<file path="config.mk">
export PLATFORM = sky130hd
export DESIGN_NAME = switch_matrix_debounce
export DESIGN_NICKNAME = d
export VERILOG_FILES = /design/src/rtl/smd_pkg.sv /design/src/rtl/smd_ram.sv /design/src/rtl/switch_matrix_debounce.sv
export SDC_FILE = /design/constraint.sdc
export NUM_CORES = 2
export LEC_CHECK = 0
export BUFFER_PORTS_ARGS = -buffer_cell sky130_fd_sc_hd__buf_2
export CORE_MARGIN = 8
export CORE_UTILIZATION = 25
export CTS_BUF_LIST = sky130_fd_sc_hd__clkbuf_4 sky130_fd_sc_hd__clkbuf_8
export DETAILED_ROUTE_END_ITERATION = 6
export PLACE_DENSITY = 0.48
export SLEW_MARGIN = 30
export SYNTH_ARGS = -nofsm -noshare
export SYNTH_HDL_FRONTEND = slang
export SYNTH_SLANG_ARGS = --single-unit
</file>
<file path="constraint.sdc">
create_clock -name clk -period 7.3 [get_ports clk]
set_input_delay 0.73 -clock clk [delete_from_list [all_inputs] [get_ports clk]]
set_output_delay 0.73 -clock clk [all_outputs]
set_load 0.1 [all_outputs]
</file>
<file path="src/rtl/smd_pkg.sv">
// ----------------------------------------------------------------------------
// smd_pkg
// Constants shared by the switch matrix debounce block and its checker.
// ----------------------------------------------------------------------------
package smd_pkg;

  localparam int ROW_COUNT            = 3;
  localparam int DEF_BITS_PER_ROW     = 12;

  localparam int TIME_W               = 63;
  localparam int DT_W                 = 32;
  localparam int MASK_W               = 36;

  localparam int CFG_IDX_W            = 8;
  localparam int CFG_DATA_W           = 36;

  localparam logic [DT_W-1:0]   DEBOUNCE_TIME_RESET = 32'd20000000;
  // Row 2, bits 8 to 11 bypassed by default.
  localparam logic [MASK_W-1:0] BYPASS_MASK_RESET   = 36'hF00000000;

  localparam logic [CFG_IDX_W-1:0] CFG_DEBOUNCE_TIME = 8'd0;
  localparam logic [CFG_IDX_W-1:0] CFG_BYPASS_MASK   = 8'd1;

endpackage

</file>
<file path="src/rtl/smd_ram.sv">
// ----------------------------------------------------------------------------
// smd_ram
// Generic simple dual-port RAM: one write port, one read port, registered read.
// ----------------------------------------------------------------------------
module smd_ram #(
  parameter int WIDTH  = 63,
  parameter int DEPTH  = 36,
  localparam int ADDR_W = (DEPTH > 1) ? $clog2(DEPTH) : 1
) (
  input  logic              clk,
  input  logic              wr_en,
  input  logic [ADDR_W-1:0] wr_addr,
  input  logic [WIDTH-1:0]  wr_data,
  input  logic              rd_en,
  input  logic [ADDR_W-1:0] rd_addr,
  output logic [WIDTH-1:0]  rd_data
);

  logic [WIDTH-1:0] mem [DEPTH];

  always_ff @(posedge clk) begin
    if (wr_en) begin
      mem[wr_addr] <= wr_data;
    end
    if (rd_en) begin
      rd_data <= mem[rd_addr];
    end
  end

endmodule

</file>
<file path="src/rtl/switch_matrix_debounce.sv">
// ----------------------------------------------------------------------------
// switch_matrix_debounce
// Per-switch, time-based debouncer for a scanned matrix of three switch rows.
//
// Each input beat is one scanned frame (three raw rows and a timestamp) and
// yields exactly one output beat carrying the debounced rows and a flag that
// is set when any debounced level flipped, or when the frame was the first
// one after reset. The last-change timestamps of all switches live in a small
// RAM, and a sequencer walks the switches one per cycle, reading a timestamp
// in one cycle and comparing the elapsed time against the debounce time in
// the next, so that one subtract-and-compare unit serves every switch. A
// normal frame therefore walks all ROW_COUNT*BITS_PER_ROW switches (twelve
// per row by default) through the single RAM read port; the first frame
// after reset instead fills the RAM with its timestamp, one entry a cycle.
// The input is stalled while a frame is in work, but a new frame may be
// taken while the previous result still waits on a stalled output.
// Configuration writes are expected only while the block is idle and take
// effect from the next frame; an unknown register index is ignored.
// Timestamps wrap modulo 2^63, so a timestamp that steps backwards looks
// like a very long hold.
// ----------------------------------------------------------------------------
module switch_matrix_debounce
  import smd_pkg::*;
#(
  parameter int BITS_PER_ROW = DEF_BITS_PER_ROW
) (
  input  logic                    clk,
  input  logic                    rst_n,

  input  logic                    cfg_wr_en,
  input  logic [CFG_IDX_W-1:0]    cfg_index,
  input  logic [CFG_DATA_W-1:0]   cfg_data,

  input  logic                    in_valid,
  output logic                    in_stall,
  input  logic [BITS_PER_ROW-1:0] in_raw_row0,
  input  logic [BITS_PER_ROW-1:0] in_raw_row1,
  input  logic [BITS_PER_ROW-1:0] in_raw_row2,
  input  logic [TIME_W-1:0]       in_sample_time,

  output logic                    out_valid,
  input  logic                    out_stall,
  output logic [BITS_PER_ROW-1:0] out_stable_row0,
  output logic [BITS_PER_ROW-1:0] out_stable_row1,
  output logic [BITS_PER_ROW-1:0] out_stable_row2,
  output logic                    out_level_changed
);

  // Switches are numbered row by row: row r, bit b is switch BITS_PER_ROW*r+b.
  localparam int NBITS = ROW_COUNT * BITS_PER_ROW;
  localparam int IDX_W = (NBITS > 1) ? $clog2(NBITS) : 1;
  localparam int CNT_W = $clog2(NBITS + 1);

  typedef enum logic [1:0] {
    ST_IDLE,
    ST_PRIME,
    ST_SCAN,
    ST_DONE
  } state_t;

  state_t            state_r;
  logic [CNT_W-1:0]  cnt_r;
  logic              primed_r;
  logic              changed_r;
  logic [NBITS-1:0]  raw_r;
  logic [NBITS-1:0]  cand_r;
  logic [NBITS-1:0]  stable_r;
  logic [TIME_W-1:0] now_r;
  logic [DT_W-1:0]   dt_r;
  logic [MASK_W-1:0] mask_r;

  // Evaluation stage: the switch whose timestamp is on the RAM read port.
  logic              ev_vld_r;
  logic [IDX_W-1:0]  ev_idx_r;

  logic              out_valid_r;
  logic [NBITS-1:0]  out_rows_r;
  logic              out_changed_r;

  logic              in_accept;
  logic              out_accept;
  logic              hand_over;
  logic [NBITS-1:0]  raw_flat;
  logic [NBITS-1:0]  byp_vec;
  logic [IDX_W-1:0]  cnt_idx;
  logic              scan_more;

  logic              ram_wr_en;
  logic [IDX_W-1:0]  ram_wr_addr;
  logic              ram_rd_en;
  logic [TIME_W-1:0] ram_rd_data;

  logic              ev_flip;
  logic              ev_differs;
  logic [TIME_W-1:0] ev_elapsed;
  logic              ev_take;

  assign in_stall   = (state_r != ST_IDLE);
  assign in_accept  = in_valid && !in_stall;
  assign out_accept = out_valid_r && !out_stall;
  // A finished frame moves to the output register once it is free or being
  // emptied in the same cycle.
  assign hand_over  = (state_r == ST_DONE) && (!out_valid_r || !out_stall);

  assign raw_flat  = {in_raw_row2, in_raw_row1, in_raw_row0};
  assign cnt_idx   = cnt_r[IDX_W-1:0];
  assign scan_more = (cnt_r < CNT_W'(NBITS));

  // Only the switches covered by the mask register can be bypassed.
  for (genvar g = 0; g < NBITS; g++) begin : g_byp
    if (g < MASK_W) begin : g_in
      assign byp_vec[g] = mask_r[g];
    end else begin : g_out
      assign byp_vec[g] = 1'b0;
    end
  end

  // Timestamp store. During priming every entry is written with the frame's
  // time; during a scan an entry is rewritten when its candidate flips.
  assign ram_wr_en   = (state_r == ST_PRIME) || ((state_r == ST_SCAN) && ev_vld_r && ev_flip);
  assign ram_wr_addr = (state_r == ST_PRIME) ? cnt_idx : ev_idx_r;
  assign ram_rd_en   = (state_r == ST_SCAN) && scan_more;

  smd_ram #(
    .WIDTH (TIME_W),
    .DEPTH (NBITS)
  ) u_time_ram (
    .clk     (clk),
    .wr_en   (ram_wr_en),
    .wr_addr (ram_wr_addr),
    .wr_data (now_r),
    .rd_en   (ram_rd_en),
    .rd_addr (cnt_idx),
    .rd_data (ram_rd_data)
  );

  // Shared evaluation unit. A freshly flipped candidate has held for no time
  // at all, so it only settles at once when bypassed or with a zero hold.
  // The new candidate level is always the raw level of the frame.
  always_comb begin
    ev_flip    = raw_r[ev_idx_r] ^ cand_r[ev_idx_r];
    ev_differs = stable_r[ev_idx_r] ^ raw_r[ev_idx_r];
    ev_elapsed = ev_flip ? '0 : (now_r - ram_rd_data);
    ev_take    = ev_differs &&
                 (byp_vec[ev_idx_r] || (ev_elapsed >= {{(TIME_W-DT_W){1'b0}}, dt_r}));
  end

  always_ff @(posedge clk) begin
    if (!rst_n) begin
      state_r       <= ST_IDLE;
      cnt_r         <= '0;
      primed_r      <= 1'b0;
      changed_r     <= 1'b0;
      cand_r        <= '0;
      stable_r      <= '0;
      dt_r          <= DEBOUNCE_TIME_RESET;
      mask_r        <= BYPASS_MASK_RESET;
      ev_vld_r      <= 1'b0;
      out_valid_r   <= 1'b0;
    end else begin
      if (cfg_wr_en) begin
        unique case (cfg_index)
          CFG_DEBOUNCE_TIME: dt_r   <= cfg_data[DT_W-1:0];
          CFG_BYPASS_MASK:   mask_r <= cfg_data[MASK_W-1:0];
          default: ;
        endcase
      end

      // A new result takes precedence over the beat leaving in this cycle.
      if (hand_over) begin
        out_valid_r <= 1'b1;
      end else if (out_accept) begin
        out_valid_r <= 1'b0;
      end

      unique case (state_r)
        ST_IDLE: begin
          if (in_accept) begin
            raw_r    <= raw_flat;
            now_r    <= in_sample_time;
            cnt_r    <= '0;
            ev_vld_r <= 1'b0;
            if (primed_r) begin
              changed_r <= 1'b0;
              state_r   <= ST_SCAN;
            end else begin
              // The first frame loads both levels directly.
              cand_r    <= raw_flat;
              stable_r  <= raw_flat;
              changed_r <= 1'b1;
              primed_r  <= 1'b1;
              state_r   <= ST_PRIME;
            end
          end
        end

        ST_PRIME: begin
          cnt_r <= cnt_r + 1'b1;
          if (cnt_r == CNT_W'(NBITS - 1)) begin
            state_r <= ST_DONE;
          end
        end

        ST_SCAN: begin
          if (ev_vld_r) begin
            cand_r[ev_idx_r] <= raw_r[ev_idx_r];
            if (ev_take) begin
              stable_r[ev_idx_r] <= raw_r[ev_idx_r];
              changed_r          <= 1'b1;
            end
          end
          if (scan_more) begin
            ev_vld_r <= 1'b1;
            ev_idx_r <= cnt_idx;
            cnt_r    <= cnt_r + 1'b1;
          end else begin
            ev_vld_r <= 1'b0;
            state_r  <= ST_DONE;
          end
        end

        ST_DONE: begin
          // Hand over once the output register is free or being emptied.
          if (hand_over) begin
            out_rows_r    <= stable_r;
            out_changed_r <= changed_r;
            state_r       <= ST_IDLE;
          end
        end

        default: state_r <= ST_IDLE;
      endcase
    end
  end

  assign out_valid         = out_valid_r;
  assign out_stable_row0   = out_rows_r[BITS_PER_ROW-1:0];
  assign out_stable_row1   = out_rows_r[2*BITS_PER_ROW-1:BITS_PER_ROW];
  assign out_stable_row2   = out_rows_r[3*BITS_PER_ROW-1:2*BITS_PER_ROW];
  assign out_level_changed = out_changed_r;

endmodule

</file>
# Word level (Yosys, flattened, before mapping)
# Memories as Yosys holds them, arrays and structs flattened. A register that Yosys moved wholly into a read port is not among the register bits.
# Index checks and enable logic that the tools add are counted.
# op_classes
n_addsub	2
n_lt_le_gt_ge	4
n_eq_ne	13
muxes	42
bitwise_logic	2
reduce_logical	32
# ops
operator	n
two-way mux 36 bit	5
case mux 36 bit (2 select lines)	2
bitwise mux 36 bit	2
greater-or-equal comparator 63 x 32 -> 1 bit	1
two-way mux 63 bit	1
subtractor 63 bit	1
binary-select mux 1 bit (select 6 bit)	4
two-way mux 6 bit	3
case mux 6 bit (3 select lines)	1
two-way mux 1 bit	15
inequality test 2 bit (second input constant)	7
AND reduction 3 bit	4
AND reduction 4 bit	3
two-way mux 2 bit	5
== test 8 x 1 -> 1 bit (second input constant)	1
logical AND 1 bit	8
logical NOT 8 bit	1
case mux 2 bit (4 select lines)	1
AND reduction 2 bit	4
< comparator 6 x 7 -> 1 bit (second input constant)	1
adder 6 x 1 -> 6 bit (second input constant)	1
demux 1 bit (select 6 bit)	1
== test 6 bit (second input constant)	1
greater-or-equal comparator 6 x 1 -> 1 bit (second input constant)	1
other kinds (12)	21
# totals
ff_bits	294
mem_bits_rw	2268
input_bits	148
out_inout_bits	39
elab_cells	111
memories	1
# memory_table
memory	depth	word_bits	rd	rd_ports_with_merged_regs	wr	line_no	text
u_time_ram.mem	36	63	1	1	1	smd_ram.sv:19	logic [WIDTH-1:0] mem [DEPTH];

# Depth between registers and ports, before layout
# logic_depth
ltp_word	10
depth_mapped	27
mapped_depth_nobuf	24

# Cells and area by module
# From an unflattened synthesis, not the netlist that was laid out.
# unflattened
cells_unflattened	5756
area_unflattened_um2	105969.1
# by_module_without_submodules
mod	instances	cells_per_inst	area_each_um2
smd_ram	1	3857	88382.3
switch_matrix_debounce	1	1899	17586.9

# Worst setup path before layout
# No wires, ideal clock.
# synth_timing
path_type	reg2reg
startpoint	register ev_idx_r[1]
endpoint	memory u_time_ram.mem[0][0] (enable)
setup_ns	0.485
t_arrival_ns	5.765
required_time_ns	6.815
slack_ns	1.050
path_stages_with_launch	14
n_path_buf	3
period_less_slack_ns	6.250
cell_sequence	edfxtp_1 -> buf_2 -> clkbuf_1 -> clkbuf_1 -> mux4_2 -> a22oi_1 -> nor2_1 -> a31oi_1 -> nand4_1 -> xnor2_1 -> inv_1 -> o41ai_1 -> nand2_1 -> nor2_1
# synth_between
elab_chain_cells	7
word_cells_on_any_way	10
cone_classes	mux (7); bitwise (1); reduce/logical (2)
# synth_lines
item	line_no	text
start: declaration	switch_matrix_debounce.sv:74	logic [IDX_W-1:0] ev_idx_r;
start signal: assignment	switch_matrix_debounce.sv:214	ev_idx_r <= cnt_idx;
binary-select mux 1 bit (select 6 bit)	switch_matrix_debounce.sv:141	ev_flip = raw_r[ev_idx_r] ^ cand_r[ev_idx_r];
two-way mux 1 bit (not written as such)	switch_matrix_debounce.sv:141	
bitwise XOR 1 bit	switch_matrix_debounce.sv:141	
logical AND 1 bit	switch_matrix_debounce.sv:120	assign ram_wr_en = (state_r == ST_PRIME) || ((state_r == ST_SCAN) && ev_vld_r && ev_flip);
logical OR 1 bit	switch_matrix_debounce.sv:120	
two-way mux 1 bit	smd_ram.sv:22	if (wr_en) begin
two-way mux 1 bit (not written as such)	smd_ram.sv:23	mem[wr_addr] <= wr_data;
end: declaration	smd_ram.sv:19	
# Parallel ways exist; a longest one is shown, timed or not. The select of a mux whose other input is x is not followed.

# Final worst setup path
# layout_timing
startpoint	register now_r[17]
endpoint	register stable_r[9]
# layout_between
elab_chain_cells	7
# layout_lines
item	line_no	text
start: declaration	switch_matrix_debounce.sv:68	logic [TIME_W-1:0] now_r;
start signal: assignment	switch_matrix_debounce.sv:180	now_r <= in_sample_time;
subtractor 63 bit	switch_matrix_debounce.sv:143	ev_elapsed = ev_flip ? '0 : (now_r - ram_rd_data);
two-way mux 63 bit	switch_matrix_debounce.sv:143	
greater-or-equal comparator 63 x 32 -> 1 bit	switch_matrix_debounce.sv:145	(byp_vec[ev_idx_r] || (ev_elapsed >= {{(TIME_W-DT_W){1'b0}}, dt_r}));
logical OR 1 bit	switch_matrix_debounce.sv:145	
logical AND 1 bit	switch_matrix_debounce.sv:144	ev_take = ev_differs &&
inequality test 2 bit (no line)	--	
AND reduction 5 bit (no line)	--	
end signal: assignment	switch_matrix_debounce.sv:189	stable_r <= raw_flat;
end signal: indexed assignment	switch_matrix_debounce.sv:208	stable_r[ev_idx_r] <= raw_r[ev_idx_r];
end: declaration	switch_matrix_debounce.sv:67	logic [NBITS-1:0] stable_r;
# Every way passes these cells.
# A chain may end at the register's enable or synchronous reset.

==> results_dict.tcl <==
set metrics [dict create \
    crit_path_end_kind "flop" \
    timing.rr.end "stable_r[9]" \
    synth_nets 5798 \
    cts_buffer_depth 4 \
    core_um2 423000 \
    portBuffers 186 \
    multiInputGateArea_um2 27100 \
    die_y_um 667 \
    vias 57849 \
    grt_antenna_before_repair 25 \
    synth_mux_area_frac 0.159 \
    grt_pass1_vias 59338 \
    yosys.area_share.xor_xnor 0.00323 \
    grt_start_max_net_pins 109 \
    period_share 0.926 \
    clock_latency_ns 1.08 \
    syn-cell-area_um2 106000 \
    synth_area_leaders "edfxtp_1 70%, mux4_2 15%, dfxtp_1 2.9%" \
    rsz0062_at_grt "false" \
    cts_max_level 5 \
    layout_common_cells "2473 x edfxtp_1, 706 x mux4_2, 445 x clkbuf_8" \
    grt_pass1_wl_um 459000 \
    dieArea_um2 445000 \
    yosysSeqAreaShare 0.730 \
    power.leakage_nw 38.5 \
    synth_edf_count 2473 \
    grt_use_total 0.142 \
    tightest_slew_ns 1.02 \
    reg2reg_slack_ns 0.54 \
    fin_crit_ns 6.76 \
    ant_nets 0 \
    cts_tree "done" \
    fmax_mhz 148 \
    slew_headroom 0.311 \
    dr.pass1.iters 6 \
    register_area_um2 77300 \
    p_per_area_nw_per_um2 306 \
    cp-start-kind "flop" \
    skew_ns 0.0613 \
    dp_slack_ns 0.488 \
    synth_cell_types 84 \
    fill_cells 41638 \
    post_synth_and_or_nand_nor_area_fraction 0.0351 \
    cts_root_buffer "clkbuf_8" \
    area_growth_pct 18.2 \
    syn_avg_cell_area_um2 19.1 \
    synth_largest_area_cell "edfxtp_1" \
    numCtsBuffers 441 \
    hold_end "dt_r[20]" \
    place_congestion 0.882 \
    synth_warnings 0 \
    yosysTopAreaCellShare 0.701 \
    min-delay-start "cfg_data[20]" \
    start_util 0.250 \
    slew_violations 0 \
    first_iter_violations 6038 \
    route.final.wire_length_um 329000 \
    cp_max_fo 36 \
    dp_hpwl_um 177000 \
    cp_data_required_time_ns 8.30 \
    dpl.cell_count 11264 \
    outcome "completed" \
    synth_cells 5550 \
    async_flop_share 0 \
    mostFrequentLayoutCell "edfxtp_1" \
    fin_cells 12216 \
    fin_tns_setup_ns 0 \
    drive_above_1_share 0.282 \
    clk_pin_slew_worst_paths_ns 0.07 \
    grt_overflow 0 \
    reg2reg_depth 23 \
    die_w_um 667 \
    hold_violations 0 \
    synthAdderAreaFrac 0.0119 \
    whs_path_depth 3 \
    worst_slack_ns 0.540 \
    synthFlopType "edfxtp_1" \
    r2r_start "now_r[17]" \
    drv_cap 0 \
    synth_top_family_by_area "multiplexers" \
    final_nets 6443 \
    setup_violations 0 \
    drc 0 \
    io_pins 187 \
    ir_drop_uv 160 \
    rows 239 \
    cts.sinks 2625 \
    critical_path_class "flop to flop" \
    via_per_inst 4.74 \
    wl_per_cell_um 26.9 \
    ys_ff_latch 2625 \
    cts_resized 0 \
    min_path_type "primary input to flop" \
    arrival_ns 7.76 \
    fin_hold_ws_ns 0.127 \
    synth-compound-area-share 0.0432 \
]
## where the power goes
part	internal [W]	switching [W]
combinational	0.00315	0.00449
sequential	0.0173	0.000434
clock	0.00687	0.00600
## registers in the layout, indices dropped and copies added, names as in the netlist, 2 cells and up
signal	count
cnt_idx	6
byp_vec	36
ev_idx_r	6
now_r	63
state_r	2
cand_r	36
dt_r	32
u_time_ram.mem	2268
out_rows_r	36
raw_r	36
stable_r	36
u_time_ram.rd_data	63
## worst max-delay path by stage
stage / from / end / slack, ns / cells after the start
5_1_grt: now_r[17] / stable_r[9] / 0.05 / 23
3_3_place_gp: now_r[17] / stable_r[34] / 0.54 / 22
6_report: now_r[17] / stable_r[9] / 0.54 / 23
3_5_place_dp: now_r[14] / stable_r[33] / 0.49 / 22
4_1_cts: now_r[14] / stable_r[33] / 0.47 / 22
2_1_floorplan: ev_idx_r[1] / u_time_ram.mem[0][0] / 1.05 / 13
## critical path: stages (launching register included)
cell      delay (ns)
edfxtp_1        0.68
buf_8           0.28
ha_1            0.42
nand2_1         0.10
o211ai_1        0.27
nand2_1         0.14
o31ai_1         0.84
nand2_1         0.19
o21a_1          0.25
o21ai_0         0.22
xnor2_1         0.16
nor2_1          0.06
ha_1            0.31
nand4_1         0.14
nor4_1          0.56
o21ai_0         0.23
o211ai_1        0.15
o311ai_1        0.22
nand3_1         0.29
o211a_1         0.18
o31a_1          0.18
buf_4           0.45
a32oi_1         0.19
a21oi_1         0.13
## synthesized netlist by cell type (27+ instances only)
cell type  instances
a21boi_0          58
a21o_1            37
a21oi_1          164
a22oi_1           27
buf_1             67
buf_2             27
clkbuf_1         207
dfxtp_1          152
edfxtp_1        2473
ha_1              99
inv_1            154
mux2i_1           81
mux4_2           706
nand2_1          365
nand4_1           46
nor2_1           210
nor3_1            34
o21ai_0          188
## through the flow
step / util / area (um^2) / power [W]
2_1_floorplan: - / 106000 / 0.0232
3_3_place_gp: 0.271 / 115000 / 0.0256
3_5_place_dp: 0.272 / 115000 / 0.0257
4_1_cts: 0.295 / 125000 / 0.0387
5_1_grt: 0.296 / 125000 / 0.0399
6_report: 0.296 / 125000 / 0.0383
## layout make-up
type,instances,area share
timing repair buffer,509,0.0357
inverter,154,0.00464
multi-input combinational,2464,0.217
clock buffer,597,0.0581
tap,5663,0.0566
sequential,2625,0.618
clock inverter,197,0.0102
antenna,7,0.000140
## kinds of logic (layout without fill, tap and decap cells)
kind of cell               Yosys count  count (layout)
buffers and inverters              461            1457
adders and majority gates          100             100
muxes                              802             802
and+or+nand+nor                    819             819
AOI/OAI and AO/OA                  704             704
xor gates and xnor gates            39              39
DFF                               2625            2625
other                                0               7
## layer usage
metal	vias up	wire [um]	track usage
met5	-	76	0
met4	12	9500	0.0427
met3	487	21700	0.0232
met2	2264	155000	0.231
met1	31031	142000	0.196
li1	24055	-	-
## repair_timing
action	in CTS	in global routing
hold endpoints to repair	161	0
hold buffers	136	0
setup endpoints to repair	0	0
setup buffers	0	0
(Power assumes the default switching activity.)
